--- src/lpi_pkg.sv ---
// ----------------------------------------------------------------------------
// lpi_pkg
// Shared types and sizing constants for the line and plane intersection block.
// ----------------------------------------------------------------------------
package lpi_pkg;

  // coordinate format, signed fixed point
  localparam int CW  = 32;
  localparam int FB  = 16;
  localparam int NZW = 17;

  // dot product widths: magnitudes and signed sums
  localparam int DW  = 2 * CW;
  localparam int SDW = 2 * CW + 1;
  localparam int EW  = 2 * CW + 1;
  localparam int SEW = 2 * CW + 2;
  localparam int NW  = EW + FB;

  // quotient: TW bits from the divider, TEW bits once clamped
  localparam int TW  = CW + FB + 1;
  localparam int TEW = TW + 1;
  localparam int TLO = TEW / 2;
  localparam int THI = TEW - TLO;

  // offset after the fraction shift, and the unsaturated hit point
  localparam int OW  = TEW + CW - FB;
  localparam int HW  = OW + 2;

  localparam logic [NZW-1:0] NZ_LIMIT_RESET = NZW'(66);

  // result classes
  localparam logic [1:0] ST_HIT      = 2'd0;
  localparam logic [1:0] ST_PARALLEL = 2'd1;
  localparam logic [1:0] ST_IN_PLANE = 2'd2;

  typedef struct packed {
    logic [CW-1:0] line_point_x;
    logic [CW-1:0] line_point_y;
    logic [CW-1:0] line_point_z;
    logic [CW-1:0] line_dir_x;
    logic [CW-1:0] line_dir_y;
    logic [CW-1:0] line_dir_z;
    logic [CW-1:0] plane_point_x;
    logic [CW-1:0] plane_point_y;
    logic [CW-1:0] plane_point_z;
    logic [CW-1:0] plane_normal_x;
    logic [CW-1:0] plane_normal_y;
    logic [CW-1:0] plane_normal_z;
  } lpi_in_t;

  typedef struct packed {
    logic [1:0]    hit_status;
    logic [CW-1:0] hit_x;
    logic [CW-1:0] hit_y;
    logic [CW-1:0] hit_z;
    logic          overflow_flag;
  } lpi_out_t;

  // classified item handed from the front part to the back part
  typedef struct packed {
    logic [1:0]         status;
    logic               clamp;
    logic               tneg;
    logic [DW-1:0]      dmag;
    logic [DW-1:0]      rem;
    logic [TW-1:0]      nlo;
    logic [2:0][CW-1:0] pt;
    logic [2:0][CW-1:0] dir;
  } lpi_job_t;

endpackage

--- src/lpi_queue.sv ---
// ----------------------------------------------------------------------------
// lpi_queue
// Short first-in first-out buffer of classified items between front and back.
// ----------------------------------------------------------------------------
module lpi_queue import lpi_pkg::*; #(
  parameter int DEPTH = 4
) (
  input  logic     clk,
  input  logic     rst_n,
  input  logic     wr_en,
  input  lpi_job_t wr_data,
  output logic     full,
  input  logic     rd_en,
  output lpi_job_t rd_data,
  output logic     empty
);

  localparam int AW = (DEPTH > 1) ? $clog2(DEPTH) : 1;

  lpi_job_t      slot_r [DEPTH];
  logic [AW-1:0] wp_r, rp_r;
  logic [AW:0]   cnt_r;
  logic [AW-1:0] wp_nxt, rp_nxt;
  logic [AW:0]   cnt_nxt;

  assign full    = (cnt_r == (AW+1)'(DEPTH));
  assign empty   = (cnt_r == '0);
  assign rd_data = slot_r[rp_r];

  // pointer wrap and fill count
  always_comb begin
    wp_nxt  = wp_r;
    rp_nxt  = rp_r;
    cnt_nxt = cnt_r;
    if (wr_en) begin
      wp_nxt = (wp_r == AW'(DEPTH - 1)) ? '0 : wp_r + 1'b1;
    end
    if (rd_en) begin
      rp_nxt = (rp_r == AW'(DEPTH - 1)) ? '0 : rp_r + 1'b1;
    end
    if (wr_en && !rd_en) begin
      cnt_nxt = cnt_r + 1'b1;
    end else if (!wr_en && rd_en) begin
      cnt_nxt = cnt_r - 1'b1;
    end
  end

  always_ff @(posedge clk) begin
    if (!rst_n) begin
      wp_r  <= '0;
      rp_r  <= '0;
      cnt_r <= '0;
    end else begin
      wp_r  <= wp_nxt;
      rp_r  <= rp_nxt;
      cnt_r <= cnt_nxt;
    end
  end

  // slot storage
  always_ff @(posedge clk) begin
    if (wr_en) begin
      slot_r[wp_r] <= wr_data;
    end
  end

endmodule

--- config.mk ---
export PLATFORM = sky130hd
export DESIGN_NAME = lpi_queue
export DESIGN_NICKNAME = d
export VERILOG_FILES = /design/src/lpi_pkg.sv /design/src/lpi_queue.sv
export SDC_FILE = /design/constraint.sdc
export NUM_CORES = 1
export LEC_CHECK = 0
export BUFFER_PORTS_ARGS = -buffer_cell sky130_fd_sc_hd__clkbuf_2
export CORE_MARGIN = 2
export CORE_UTILIZATION = 57
export CTS_CLUSTER_SIZE = 25
export DETAILED_ROUTE_END_ITERATION = 16
export PLACE_DENSITY = 0.89
export RECOVER_POWER = 50
export SLEW_MARGIN = 0
export SYNTH_ARGS = -nofsm -noshare
export SYNTH_HDL_FRONTEND = slang
export SYNTH_SLANG_ARGS = --single-unit
--- constraint.sdc ---
create_clock -name clk -period 16.3 [get_ports clk]
set_clock_uncertainty 0.2 [all_clocks]
set_input_delay 4.075 -clock clk [delete_from_list [all_inputs] [get_ports clk]]
set_output_delay 4.075 -clock clk [all_outputs]
set_load 0.1 [all_outputs]
==> results.sh <==
export IMPL_htreeDepth=4
export IMPL_slowest_stage="and2_0"
export IMPL_grt_pass1_wl_mm=192.1
export IMPL_timing_critical_path_arrival_ps=10030
export IMPL_cp_common_cell="buf_4"
export IMPL_num_vias=26330
export IMPL_worst_ep_required_time_ps=16450
export IMPL_drt_pass1_iter_count=5
export IMPL_ctsLongestPathBuffers=3
export IMPL_yosys_area_top_type="edfxtp_1"
export IMPL_die_area_um2=98460
export IMPL_clock_pin_slew_worst_setup_and_hold_paths_ps=60
export IMPL_floorplan_die_height_um=313.8
export IMPL_post_cts_buffers=0
export IMPL_clk_root_buffer_cell="clkbuf_16"
export IMPL_finalNetCount=3214
export IMPL_fin_crit_sh_pct=60.56
export IMPL_worstPathMaxFanout=68
export IMPL_cp_buffers_inverters=4
export IMPL_floorplan_die_width_um=313.8
export IMPL_number_of_warning_messages_in_the_yosys_log=0
export IMPL_rsz0062_at_grt="no"
export IMPL_initialDrtViolationCount=3060
export IMPL_report_final_slew_viol_count=230
export IMPL_gp_congestion=0.8421
export IMPL_tns_ps=0
export IMPL_synth_distinct_cells=22
export IMPL_hold_path_class="register to register"
export IMPL_post_synth_instance_area_um2=54700
export IMPL_most_area_consuming_cells_after_synthesis="edfxtp_1 (82%), mux4_2 (15%), buf_12 (1.5%), buf_2 (0.38%), dfxtp_1 (0.33%)"
export IMPL_failing_checks="max-capacitance violations, max-slew violations"
export IMPL_floorplan_initialDensity_pct=57.57
export IMPL_global_route_congestion_overflow_total=0
export IMPL_max_clock_freq_mhz=101.3
export IMPL_run_status="finished with violations"
export IMPL_synth_fp_nets=2377
export IMPL_synth_top_cell_area_share_pct=81.90
export IMPL_number_of_cells_upsized_or_downsized_after_cts=0
export IMPL_fin_area_um2=63320
export IMPL_postSynthCellCount=1993
export IMPL_cts_inserted_buffers=143
export IMPL_worst_pin_slew_ps=4321
export IMPL_cts_hold_repair_buffers=0
export IMPL_layout_drive_gt1_share_pct=32.82
export IMPL_path_type_of_the_worst_setup_path="input port to register"
export IMPL_buffer_ports_inserted=751
export IMPL_peakVddDrop_uv=120.7
export IMPL_power_density_nw_per_um2=145.4
export IMPL_avgRoutedWirePerCell_um=31.55
export IMPL_clock_sinks=1501
export IMPL_syn_to_final_growth_pct=15.75
export IMPL_timing_critical_path_max_delay_family="buffers and inverters"
export IMPL_worst_setup_path_start_kind="input port"
export IMPL_num_io_pins=752
export IMPL_synthesized_flop_and_latch_total=1501
export IMPL_ant_nets=0
export IMPL_hpwl_mm=78.09
export IMPL_vias_per_cell=6.196
export IMPL_filler_cell_count=5728
export IMPL_final_setup_viols=0
export IMPL_critical_path_max_stage_delay_ps=2760
export IMPL_leakagePower_nw=20.21
export IMPL_grt_antenna_before_repair=44
export IMPL_drc=0
export IMPL_first_global_vias=27720
export IMPL_worstPathCellList="clkbuf_1 -> and2_0 -> buf_4 -> buf_4 -> buf_4"
export IMPL_multi_input_area_um2=8663
export IMPL_yosysSeqAreaShare_pct=82.23
export IMPL_maximum_capacitance_violations=4
export IMPL_syn_mean_instance_area_um2=27.45
export IMPL_maximum_number_of_pins_on_one_net_before_global_route_repair=162
export IMPL_placementRows=113
export IMPL_kind_of_capture_point_of_the_worst_setup_path="register"
export IMPL_tritoncts="done"
export IMPL_layout_area_seq_um2=44990
export IMPL_track_usage_pct=27.21
export IMPL_drt_wl_total_mm=134.1
export IMPL_timing_final_hold_violations=0
export IMPL_detailed_place_area_um2=59300
export IMPL_slew_limit_headroom_pct=-188.1
export IMPL_period_needed_ps=9871
export IMPL_placeableCoreArea_um2=95010
export IMPL_clk_latency_ps=760
## placed cells by master (no fill, tap or decap), types with 2 or more instances in the layout
| cell | count |
|---|---|
| edfxtp_1 | 1492 |
| clkbuf_1 | 408 |
| clkbuf_2 | 376 |
| mux4_2 | 373 |
| clkbuf_16 | 144 |
| diode_2 | 41 |
| clkinv_1 | 35 |
| clkinv_2 | 19 |
| buf_4 | 17 |
| clkinvlp_4 | 7 |
| dfxtp_1 | 7 |
| buf_12 | 7 |
| ha_1 | 6 |
| and2_0 | 5 |
| nor2b_1 | 5 |
| inv_1 | 4 |
| mux2i_1 | 4 |
| inv_16 | 4 |
| inv_6 | 4 |
| bufinv_16 | 4 |
| clkinv_8 | 3 |
| clkinv_16 | 3 |
| nor3_1 | 2 |
| dfxtp_4 | 2 |
| clkinv_4 | 2 |
## where the power goes
part           internal, mW  switching (mW)  total (mW)
Sequential             4.44          0.0635        4.50
Combinational         0.283            1.28        1.57
Clock                  1.71            1.43        3.14
## area by class of cell
cell class | count | share of cell area [%]
Tap cell | 1265 | 2.500
Inverter | 4 | 0.02371
Multi-Input combinational cell | 404 | 13.68
Timing Repair Buffer | 776 | 5.624
Clock inverter | 82 | 1.077
Sequential cell | 1501 | 71.05
Clock buffer | 176 | 5.880
Antenna cell | 41 | 0.1620
## sequential cells by signal, indices dropped and copies added, names as in the netlist, named ones only
register / count
cnt_r: 3
rp_r: 2
slot_r: 1492
wp_r: 2
## through the flow
step / cells / util [%] / power, mW / setup WS (ps) / hold slack, ps
after floorplan: 1993 / - / 5.897 / 2850 / 272.4
after global placement: 3950 / 62.41 / 6.081 / 7708 / 285.5
after detailed placement: 3950 / 62.41 / 6.134 / 7645 / 332.2
after CTS: 4208 / 67.05 / 9.263 / 6767 / 347.9
after global routing: 4241 / 66.62 / 9.420 / 6173 / 375.3
final: 4249 / 66.65 / 9.205 / 6429 / 333.7
## worst paths after layout
path	slack [ps]	startpoint	endpoint	cells after the start
min reg2reg	330	cnt_r[2]$_SDFFE_PN0P_	cnt_r[2]$_SDFFE_PN0P_	2
max	6430	wr_en	slot_r[3][25]$_DFFE_PP_	5
min	330	cnt_r[2]$_SDFFE_PN0P_	cnt_r[2]$_SDFFE_PN0P_	2
max reg2reg	9380	wp_r[0]$_SDFFE_PN0P_	slot_r[3][25]$_DFFE_PP_	5
## kinds of logic (layout without fill, tap and decap cells)
kind of cell               Yosys count  count (layout)  share of synthesized area, %
DFF                               1501            1501                         82.23
AOI/OAI and AO/OA                    3               3                       0.03660
xor gates and xnor gates             2               2                       0.03203
adders and majority gates            7               7                        0.1738
buffers and inverters               88            1038                         1.930
and+or+nand+nor                     15              15                        0.1647
other                                0              41                             0
muxes                              377             377                         15.43
## cell usage after synthesis
library cell  count
or3_1             1
xnor2_1           1
fa_1              1
inv_1             4
nor2b_1           5
mux4_2          373
o21a_1            1
edfxtp_1       1492
buf_2            41
o21ai_0           1
clkbuf_1          1
buf_12           41
nor3_1            2
xor2_1            1
nor3b_1           1
dfxtp_1           9
a21boi_0          1
and2_1            5
nor2_1            1
buf_6             1
mux2i_1           4
ha_1              6
## routing by layer
metal / routed length (um) / up-vias / track usage (%)
li1: - / 10420 / -
met1: 43200 / 13760 / 31.44
met2: 71290 / 1769 / 46.58
met3: 13260 / 357 / 8.194
met4: 6231 / 14 / 13.32
met5: 93 / - / 0
## worst register-to-register path, stage by stage (launching register included)
cell	delay, ps
dfxtp_1	440
ha_1	240
and2_0	2690
buf_4	1150
buf_4	780
buf_4	890
(Power assumes the default switching activity.)
